$ cat config.mk
export PLATFORM = sky130hd
export DESIGN_NAME = sorted_table_insert_remove_flat
export DESIGN_NICKNAME = d
export VERILOG_FILES = /design/src/hw/rtl/stir_pkg.sv /design/src/hw/rtl/stir_if.sv /design/src/hw/rtl/sorted_table_insert_remove.sv /design/src/hw/rtl/stir_cell.sv /design/src/flat_wrapper.sv
export VERILOG_INCLUDE_DIRS = /design/src /design/src/hw/rtl
export SDC_FILE = /design/constraint.sdc
export NUM_CORES = 2
export LEC_CHECK = 0
export ABC_CLOCK_PERIOD_IN_PS = 17800
export BUFFER_PORTS_ARGS = -buffer_cell sky130_fd_sc_hd__buf_2
export CORE_MARGIN = 5
export CORE_UTILIZATION = 55
export CTS_CLUSTER_DIAMETER = 200
export CTS_CLUSTER_SIZE = 14
export DETAILED_ROUTE_END_ITERATION = 7
export HOLD_SLACK_MARGIN = 0.02
export PLACE_DENSITY_LB_ADDON = 0.15
export SYNTH_ARGS = -nofsm -noshare
export SYNTH_HDL_FRONTEND = slang
export SYNTH_SLANG_ARGS = --single-unit
$ cat constraint.sdc
create_clock -name clk_i -period 17.8 [get_ports clk_i]
set_clock_uncertainty 0.05 [all_clocks]
set_input_delay 0.89 -clock clk_i [delete_from_list [all_inputs] [get_ports clk_i]]
set_output_delay 0.89 -clock clk_i [all_outputs]
set_load 0.02 [all_outputs]
$ cat src/hw/rtl/sorted_table_insert_remove_assert.svh
// ----------------------------------------------------------------------------
// Sorted table assertion macros
// Concurrent assertion wrappers, compiled out for synthesis.
// ----------------------------------------------------------------------------
`ifndef SORTED_TABLE_INSERT_REMOVE_ASSERT_SVH
`define SORTED_TABLE_INSERT_REMOVE_ASSERT_SVH

`ifndef SYNTHESIS
// property must hold at every clock edge outside reset
`define STIR_ASSERT(lbl, clk, rstn, prop) \
  lbl: assert property (@(posedge clk) disable iff (!rstn) (prop)) \
    else $error("sorted table assertion failed");
// condition must never be seen outside reset
`define STIR_ASSERT_NEVER(lbl, clk, rstn, cond) \
  lbl: assert property (@(posedge clk) disable iff (!rstn) !(cond)) \
    else $error("sorted table forbidden condition");
`else
`define STIR_ASSERT(lbl, clk, rstn, prop)
`define STIR_ASSERT_NEVER(lbl, clk, rstn, cond)
`endif

`endif

$ cat src/hw/rtl/stir_pkg.sv
// ----------------------------------------------------------------------------
// Sorted table package
// Field widths, codes and shared types.
// ----------------------------------------------------------------------------
`default_nettype none

package stir_pkg;

  localparam int KeyW        = 16;
  localparam int TagW        = 16;
  localparam int PosW        = 5;
  localparam int CmdW        = 2;
  localparam int StatusW     = 2;
  localparam int Capacity    = 32;
  localparam int MaxResults  = 32;

  typedef enum logic [CmdW-1:0] {
    CMD_INSERT = 2'd0,
    CMD_REMOVE = 2'd1,
    CMD_LIST   = 2'd2,
    CMD_NONE   = 2'd3
  } stir_cmd_e;

  typedef enum logic [StatusW-1:0] {
    ST_OK        = 2'd0,
    ST_NOT_FOUND = 2'd1,
    ST_FULL      = 2'd2,
    ST_EMPTY     = 2'd3
  } stir_status_e;

  // per-cycle operation broadcast to every cell
  typedef enum logic [1:0] {
    OP_HOLD   = 2'd0,
    OP_INSERT = 2'd1,
    OP_REMOVE = 2'd2,
    OP_ROTATE = 2'd3
  } stir_op_e;

  typedef enum logic {
    S_IDLE = 1'b0,
    S_LIST = 1'b1
  } stir_state_e;

  typedef struct packed {
    logic [KeyW-1:0] key;
    logic [TagW-1:0] tag;
  } stir_entry_t;

  typedef struct packed {
    stir_op_e        op;
    logic [KeyW-1:0] key;
    logic [TagW-1:0] tag;
  } stir_ctl_t;

endpackage

`default_nettype wire

$ cat src/hw/rtl/stir_if.sv
// ----------------------------------------------------------------------------
// Sorted table channels
// Command channel and result channel, valid/ready.
// ----------------------------------------------------------------------------
`default_nettype none

interface stir_in_if;
  import stir_pkg::*;

  logic                valid;
  logic                ready;
  logic [CmdW-1:0]     cmd;
  logic [KeyW-1:0]     key;
  logic [TagW-1:0]     tag;

  modport source (output valid, cmd, key, tag, input ready);
  modport sink   (input valid, cmd, key, tag, output ready);
endinterface

interface stir_out_if;
  import stir_pkg::*;

  logic                valid;
  logic                ready;
  logic [StatusW-1:0]  status;
  logic [KeyW-1:0]     key_out;
  logic [TagW-1:0]     tag_out;
  logic [PosW-1:0]     position;
  logic                last;

  modport source (output valid, status, key_out, tag_out, position, last, input ready);
  modport sink   (input valid, status, key_out, tag_out, position, last, output ready);
endinterface

`default_nettype wire

$ cat src/hw/rtl/sorted_table_insert_remove.sv
// ----------------------------------------------------------------------------
// Sorted table with insert, remove and list
// Row of cells holding entries in ascending key order.
// ----------------------------------------------------------------------------
//
//  channel | dir | beat contents                         | notes
//  --------+-----+---------------------------------------+----------------------
//  in_i    | in  | cmd, key, tag                         | one beat per command
//  out_o   | out | status, key_out, tag_out, position,   | one beat per insert/
//          |     | last                                  | remove/empty list, else one per shown entry
//
//  On insert and remove every cell compares its key with the command key at
//  once, and the row shifts toward the neighbors at the same clock edge.
//  List rotates the occupied cells one step per cycle, emitting cell 0; a
//  stalled result beat holds the rotation. A full pass leaves the row in its
//  original order. No command is taken while a list is draining.
//  Reset clears the entry count, the control state and the result valid; cell
//  contents are never read past the count.
//  A stalled result beat holds; a new command is taken when the output
//  register is empty or being drained in the same cycle.
// ----------------------------------------------------------------------------
`default_nettype none

`include "sorted_table_insert_remove_assert.svh"

module sorted_table_insert_remove #(
  parameter int Capacity = stir_pkg::Capacity
) (
  input  wire logic   clk_i,
  input  wire logic   rst_ni,
  stir_in_if.sink     in_i,
  stir_out_if.source  out_o
);
  import stir_pkg::*;

  localparam int CntW = $clog2(Capacity+1);

  // cell row
  stir_entry_t        cell_entry [Capacity];
  logic [Capacity-1:0] cell_right;
  logic [Capacity-1:0] cell_match;
  stir_ctl_t          ctl;
  stir_op_e           op_c;
  logic               found;

  // control
  stir_state_e        state_q, state_d;
  logic [CntW-1:0]    count_q, count_d;
  logic [CntW-1:0]    idx_q, idx_d;
  logic [CntW-1:0]    idx_inc;

  // result register
  logic               out_valid_q, out_valid_d;
  stir_status_e       status_q, status_d;
  logic [KeyW-1:0]    key_q, key_d;
  logic [TagW-1:0]    tag_q, tag_d;
  logic [PosW-1:0]    pos_q, pos_d;
  logic               last_q, last_d;

  logic               slot_free;
  logic               accept;
  logic               emit;
  logic               last_emit;
  stir_cmd_e          cmd;

  assign ctl   = '{op: op_c, key: in_i.key, tag: in_i.tag};
  assign found = |cell_match;

  for (genvar i = 0; i < Capacity; i++) begin : g_cell
    stir_cell #(
      .Capacity (Capacity),
      .Idx      (i)
    ) u_cell (
      .clk_i        (clk_i),
      .ctl_i        (ctl),
      .count_i      (count_q),
      .found_i      (found),
      .prev_right_i ((i == 0) ? 1'b0 : cell_right[(i == 0) ? 0 : i-1]),
      .prev_i       (cell_entry[(i == 0) ? 0 : i-1]),
      .next_i       (cell_entry[(i == Capacity-1) ? i : i+1]),
      .head_i       (cell_entry[0]),
      .entry_o      (cell_entry[i]),
      .right_o      (cell_right[i]),
      .match_o      (cell_match[i])
    );
  end

  assign slot_free  = !out_valid_q || out_o.ready;
  assign in_i.ready = (state_q == S_IDLE) && slot_free;
  assign accept     = in_i.valid && in_i.ready;
  assign cmd        = stir_cmd_e'(in_i.cmd);
  assign idx_inc    = idx_q + CntW'(1);

  // only the first MaxResults entries are shown; the rest still rotate back
  assign emit      = 32'(idx_q) < 32'(MaxResults);
  assign last_emit = (idx_inc == count_q) || (32'(idx_inc) == 32'(MaxResults));

  always_comb begin
    state_d     = state_q;
    count_d     = count_q;
    idx_d       = idx_q;
    op_c        = OP_HOLD;
    out_valid_d = out_valid_q && !out_o.ready;
    status_d    = status_q;
    key_d       = key_q;
    tag_d       = tag_q;
    pos_d       = pos_q;
    last_d      = last_q;

    case (state_q)
      S_IDLE: begin
        if (accept) begin
          key_d  = '0;
          tag_d  = '0;
          pos_d  = '0;
          last_d = 1'b1;
          case (cmd)
            CMD_INSERT: begin
              out_valid_d = 1'b1;
              if (count_q == CntW'(Capacity)) begin
                status_d = ST_FULL;
              end else begin
                status_d = ST_OK;
                op_c     = OP_INSERT;
                count_d  = count_q + CntW'(1);
              end
            end
            CMD_REMOVE: begin
              out_valid_d = 1'b1;
              if (found) begin
                status_d = ST_OK;
                op_c     = OP_REMOVE;
                count_d  = count_q - CntW'(1);
              end else begin
                status_d = ST_NOT_FOUND;
              end
            end
            CMD_LIST: begin
              if (count_q == '0) begin
                out_valid_d = 1'b1;
                status_d    = ST_EMPTY;
              end else begin
                state_d = S_LIST;
                idx_d   = '0;
              end
            end
            default: begin
              // unused code: no result, no change
              out_valid_d = out_valid_q && !out_o.ready;
            end
          endcase
        end
      end
      S_LIST: begin
        if (slot_free || !emit) begin
          op_c  = OP_ROTATE;
          idx_d = idx_inc;
          if (emit) begin
            out_valid_d = 1'b1;
            status_d    = ST_OK;
            key_d       = cell_entry[0].key;
            tag_d       = cell_entry[0].tag;
            pos_d       = PosW'(idx_q);
            last_d      = last_emit;
          end
          if (idx_inc == count_q) begin
            state_d = S_IDLE;
          end
        end
      end
      default: begin
        state_d = S_IDLE;
      end
    endcase
  end

  always_ff @(posedge clk_i or negedge rst_ni) begin
    if (!rst_ni) begin
      state_q     <= S_IDLE;
      count_q     <= '0;
      idx_q       <= '0;
      out_valid_q <= 1'b0;
    end else begin
      state_q     <= state_d;
      count_q     <= count_d;
      idx_q       <= idx_d;
      out_valid_q <= out_valid_d;
    end
  end

  always_ff @(posedge clk_i) begin
    status_q <= status_d;
    key_q    <= key_d;
    tag_q    <= tag_d;
    pos_q    <= pos_d;
    last_q   <= last_d;
  end

  assign out_o.valid    = out_valid_q;
  assign out_o.status   = status_q;
  assign out_o.key_out  = key_q;
  assign out_o.tag_out  = tag_q;
  assign out_o.position = pos_q;
  assign out_o.last     = last_q;

  `STIR_ASSERT_NEVER(a_count_bound, clk_i, rst_ni, count_q > CntW'(Capacity))
  `STIR_ASSERT(a_list_blocks_in, clk_i, rst_ni, (state_q == S_LIST) |-> !in_i.ready)
  `STIR_ASSERT(a_list_nonempty, clk_i, rst_ni, (state_q == S_LIST) |-> (count_q != '0))
  `STIR_ASSERT(a_count_step, clk_i, rst_ni,
               (count_q == $past(count_q)) || (count_q == $past(count_q) + CntW'(1)) ||
               (count_q + CntW'(1) == $past(count_q)))

endmodule

`default_nettype wire

$ cat src/hw/rtl/stir_cell.sv
// ----------------------------------------------------------------------------
// Sorted table cell
// One table slot: compare against the broadcast key and shift with neighbors.
// ----------------------------------------------------------------------------
`default_nettype none

module stir_cell #(
  parameter int Capacity = stir_pkg::Capacity,
  parameter int Idx      = 0
) (
  input  wire logic                               clk_i,
  input  wire stir_pkg::stir_ctl_t                ctl_i,
  input  wire logic [$clog2(Capacity+1)-1:0]      count_i,
  input  wire logic                               found_i,
  input  wire logic                               prev_right_i,
  input  wire stir_pkg::stir_entry_t              prev_i,
  input  wire stir_pkg::stir_entry_t              next_i,
  input  wire stir_pkg::stir_entry_t              head_i,
  output      stir_pkg::stir_entry_t              entry_o,
  output      logic                               right_o,
  output      logic                               match_o
);
  import stir_pkg::*;

  localparam int CntW = $clog2(Capacity+1);

  stir_entry_t entry_q, entry_d;
  logic        occ;
  logic        tail;

  assign occ  = CntW'(Idx) < count_i;
  assign tail = CntW'(Idx + 1) == count_i;
  // at or past the insert point; sorted order keeps this monotone along the row
  assign right_o = !occ || (entry_q.key >= ctl_i.key);
  assign match_o = occ && (entry_q.key == ctl_i.key);
  assign entry_o = entry_q;

  always_comb begin
    entry_d = entry_q;
    case (ctl_i.op)
      OP_INSERT: begin
        if (prev_right_i) begin
          entry_d = prev_i;
        end else if (right_o) begin
          entry_d = '{key: ctl_i.key, tag: ctl_i.tag};
        end
      end
      OP_REMOVE: begin
        if (found_i && right_o) begin
          entry_d = next_i;
        end
      end
      OP_ROTATE: begin
        if (tail) begin
          entry_d = head_i;
        end else if (occ) begin
          entry_d = next_i;
        end
      end
      default: begin
        entry_d = entry_q;
      end
    endcase
  end

  always_ff @(posedge clk_i) begin
    entry_q <= entry_d;
  end

endmodule

`default_nettype wire
$ cat src/flat_wrapper.sv
// flat-port wrapper written by rule: the top's interface ports become plain ports
module sorted_table_insert_remove_flat import stir_pkg::*;
#(
  parameter int Capacity = stir_pkg::Capacity
)
  (clk_i, rst_ni, in_i_valid, in_i_cmd, in_i_key, in_i_tag, in_i_ready, out_o_valid, out_o_status, out_o_key_out, out_o_tag_out, out_o_position, out_o_last, out_o_ready);
  stir_in_if in_i_i ();
  stir_out_if out_o_i ();
  input  wire logic clk_i;
  input  wire logic rst_ni;
  input wire logic [$bits(in_i_i.valid)-1:0] in_i_valid;
  input wire logic [$bits(in_i_i.cmd)-1:0] in_i_cmd;
  input wire logic [$bits(in_i_i.key)-1:0] in_i_key;
  input wire logic [$bits(in_i_i.tag)-1:0] in_i_tag;
  output wire logic [$bits(in_i_i.ready)-1:0] in_i_ready;
  output wire logic [$bits(out_o_i.valid)-1:0] out_o_valid;
  output wire logic [$bits(out_o_i.status)-1:0] out_o_status;
  output wire logic [$bits(out_o_i.key_out)-1:0] out_o_key_out;
  output wire logic [$bits(out_o_i.tag_out)-1:0] out_o_tag_out;
  output wire logic [$bits(out_o_i.position)-1:0] out_o_position;
  output wire logic [$bits(out_o_i.last)-1:0] out_o_last;
  input wire logic [$bits(out_o_i.ready)-1:0] out_o_ready;
  assign in_i_i.valid = in_i_valid;
  assign in_i_i.cmd = in_i_cmd;
  assign in_i_i.key = in_i_key;
  assign in_i_i.tag = in_i_tag;
  assign in_i_ready = in_i_i.ready;
  assign out_o_valid = out_o_i.valid;
  assign out_o_status = out_o_i.status;
  assign out_o_key_out = out_o_i.key_out;
  assign out_o_tag_out = out_o_i.tag_out;
  assign out_o_position = out_o_i.position;
  assign out_o_last = out_o_i.last;
  assign out_o_i.ready = out_o_ready;
  sorted_table_insert_remove #(.Capacity(Capacity)) u_core (.clk_i(clk_i), .rst_ni(rst_ni), .in_i(in_i_i), .out_o(out_o_i));
endmodule
==> results.md <==
- Worst VDD drop: 0.1219 mV
- Worst slew margin: 6.405%
- Crit path max-delay cell type: a211oi_1
- Worst path required time: 18240 ps
- Vias post-DR: 67590
- H-tree depth: 3
- Root buf cell: clkbuf_16
- CTS resizes: 0
- Initial Util: 55.44%
- Share of cells above drive strength 1: 7.454%
- Max-Cap Viols: 0
- Crit path cell chain: buf_4 > inv_1 > ha_1 > clkinv_1 > a211oi_1 > or3_1 > nand4_1 > nor4_1 > a31oi_4 > buf_4 > buf_12 > buf_12 > and3_1 > a221o_1
- Vias/cell: 7.473
- I/O Buffers: 79
- Lkg Pwr: 34.72 nW
- CP arrival: 8630 ps
- DRT antenna net count: 0
- CTS Buf Count: 86
- Crit share post-route: 46.02%
- Sequential area share after synthesis: 42.32%
- Pwr per Cell Area: 146.8 nW/um^2
- Post-DP HPWL: 205700 um
- Core Box Area: 137700 sq um
- Deepest clock path buffer count: 3
- Status: finished clean
- Worst setup EP type: flip-flop
- Hold Buf Count CTS: 1
- Place WS: 9424 ps
- Sequential Area: 32300 sq um
- Clk Latency, worst-skew pair: 740 ps
- Drt drc: 0
- WL final: 318100 um
- Origin of the worst setup path: u_core.count_q[1]
- Drt pass-1 iters: 8
- Routed WL per cell: 35.17 um
- Antenna violations before repair: 18
- First-pass GRT wire length: 452900 um
- Post-CTS Repair Setup Buffers: 0
- Setup TNS: 0 ps
- Syn Area/Cell: 9.995 sq um
- Nets: 7784
- DR iter-0 viols: 9982
- Critical Path Max Stage Delay: 930 ps
- Layout Area Growth over Synthesis: 5.556%
- Crit-path max FO: 274
- Site row count: 136
- Clock-pin slew on the worst setup and hold paths: 80 ps
- Number of flops mapped to enable cells by yosys: 1064
- Final worst setup slack: 9609 ps
- Final Hold Fails: 0
- Top FF cell, synth: edfxtp_1
- Die width: 382.5 um
- HP Class: primary input to flip-flop
- Max-slew violation count: 0
- Slew of the pin with the lowest slew margin: 1401 ps
- Yosys cell types: 84
- Die height: 382.5 um
- Die area: 146300 sq um
- Crit Reg-Reg Startpoint: u_core.count_q[1]
- Total global-route track usage: 41.65%
- Final min period: 8191 ps
- Multi-input combinational cell area: 41130 sq um
- Min-Delay Startpoint: in_i_valid
- Crit Path Category: flip-flop to flip-flop
- CP Launch Type: flip-flop
- Syn Nets: 8196
- Clk sinks: 1078
- CTS tree: yes
- RSZ-0062 raised after global routing: no
- Post-synthesis async set-or-reset flop share: 1.299%
- Total Power: 11.82 mW
- Synthesis Warnings: 0
- Fin util: 58.52%
- GRT Residual Overflow: 0
- Number of global-route vias before repair: 64850
- Ports: 80
- Final GP Congestion: 1.056
- Pin count of the biggest net entering global routing: 275
- Max Fclk: 122.1 MHz
- FILL cells: 11740
- Synthesized area: 76320 sq um
- Flops & latches, synth: 1078
- Setup violations, final: 0
- Gate count after technology mapping: 7636
==> final cells by class <==
class / instances / area share, %
Antenna cell: 6 / 0.01864
Clock inverter: 6 / 0.1740
Inverter: 128 / 0.5964
Timing Repair Buffer: 290 / 2.494
Sequential cell: 1078 / 40.10
Tap cell: 1794 / 2.786
Multi-Input combinational cell: 5640 / 51.06
Clock buffer: 102 / 2.772
==> power breakdown <==
group	internal, mW	leakage, nW	switching (mW)
Clock	0.892	1.15	1.01
Sequential	4.06	10.3	0.804
Combinational	1.91	23.3	3.15
==> metrics by stage <==
| step | instances | cell area [sq um] | hold slack (ps) |
|---|---|---|---|
| after global routing | 9042 | 80550 | 458.5 |
| after global placement | 8929 | 78160 | 478.6 |
| after CTS | 9038 | 80540 | 424.7 |
| after floorplan | 7636 | 76320 | 448.2 |
| final | 9044 | 80560 | 463.0 |
| after detailed placement | 8929 | 78160 | 489.2 |
==> synthesized netlist by cell type (15+ instances only) <==
library cell | instances | area share, %
edfxtp_1 | 1064 | 42
nand3_1 | 887 | 5.8
mux2i_1 | 835 | 11
a21o_1 | 779 | 7.7
clkbuf_1 | 565 | 2.8
ha_1 | 522 | 8.6
o21ai_0 | 485 | 3.2
o21ai_1 | 360 | 2.4
nand2_1 | 274 | 1.3
a21oi_1 | 237 | 1.6
nor2_1 | 221 | 1.1
buf_2 | 159 | 1.0
and3_1 | 149 | 1.2
o221ai_1 | 126 | 1.4
nand4_1 | 120 | 0.98
inv_1 | 113 | 0.56
a221o_1 | 98 | 1.3
nor2b_1 | 65 | 0.53
buf_1 | 60 | 0.30
o211ai_1 | 52 | 0.51
and2_1 | 49 | 0.40
nor3_1 | 38 | 0.25
a211o_1 | 35 | 0.40
a31oi_1 | 35 | 0.29
mux2_2 | 35 | 0.52
nand2b_1 | 20 | 0.16
nor4_1 | 18 | 0.15
a211oi_1 | 15 | 0.15
clkinv_1 | 15 | 0.074
==> final timing paths <==
| path | to | slack (ps) | cells past startpoint |
|---|---|---|---|
| min in group asynchronous | u_core.count_q[3] | 560 | 2 |
| hold reg to reg | u_core.g_cell[0].u_cell.entry_o[9] | 500 | 2 |
| hold / removal | u_core.out_o.valid | 460 | 3 |
| setup reg to reg | u_core.g_cell[1].u_cell.entry_o[15] | 9610 | 14 |
| max in group asynchronous | u_core.state_q | 16830 | 2 |
| setup / recovery | u_core.g_cell[1].u_cell.entry_o[15] | 9610 | 14 |
==> sequential cells by signal, indices dropped and copies added (netlist names), 2 cells and up <==
register	cells
u_core.count_q	6
u_core.g_cell.u_cell.entry_o	1024
u_core.idx_q	6
u_core.out_o.key_out	16
u_core.out_o.position	5
u_core.out_o.status	2
u_core.out_o.tag_out	16
==> cells by family after synthesis <==
logic type      count (synthesis)  share of synthesized area, %
xor+xnor                       15                        0.1721
buf+inv                       918                         4.830
fa+ha+maj                     522                         8.558
mux                           870                         11.47
compound gates               2329                         20.02
flops                        1078                         42.32
simple gates                 1904                         12.63
==> placed cells by master (no fill, tap or decap), types with 147 or more instances in the layout <==
master / Yosys / final
buf_4: 1 / 209
and3_1: 149 / 147
a21o_1: 779 / 777
o21ai_0: 485 / 482
nand3_1: 887 / 881
o21ai_1: 360 / 359
mux2i_1: 835 / 835
nand2_1: 274 / 268
edfxtp_1: 1064 / 1064
nor2_1: 221 / 211
ha_1: 522 / 522
a21oi_1: 237 / 225
==> per-layer routing <==
| metal | track usage, % | part of all wire, % | wire length (um) |
|---|---|---|---|
| met1 | 52.97 | 37 | 117200 |
| met2 | 63.13 | 43 | 137400 |
| met3 | 10.61 | 12 | 38010 |
| met4 | 27.29 | 8.0 | 25480 |
| met5 | 0 | 0.0085 | 27 |
==> critical path: cells and delay by family (launching register included) <==
family / cells / cell delay (ps)
flops: 1 / 430
compound gates: 3 / 1660
simple gates: 4 / 1870
buf+inv: 6 / 2830
fa+ha+maj: 1 / 590
Power figures use the tool's default switching activity.
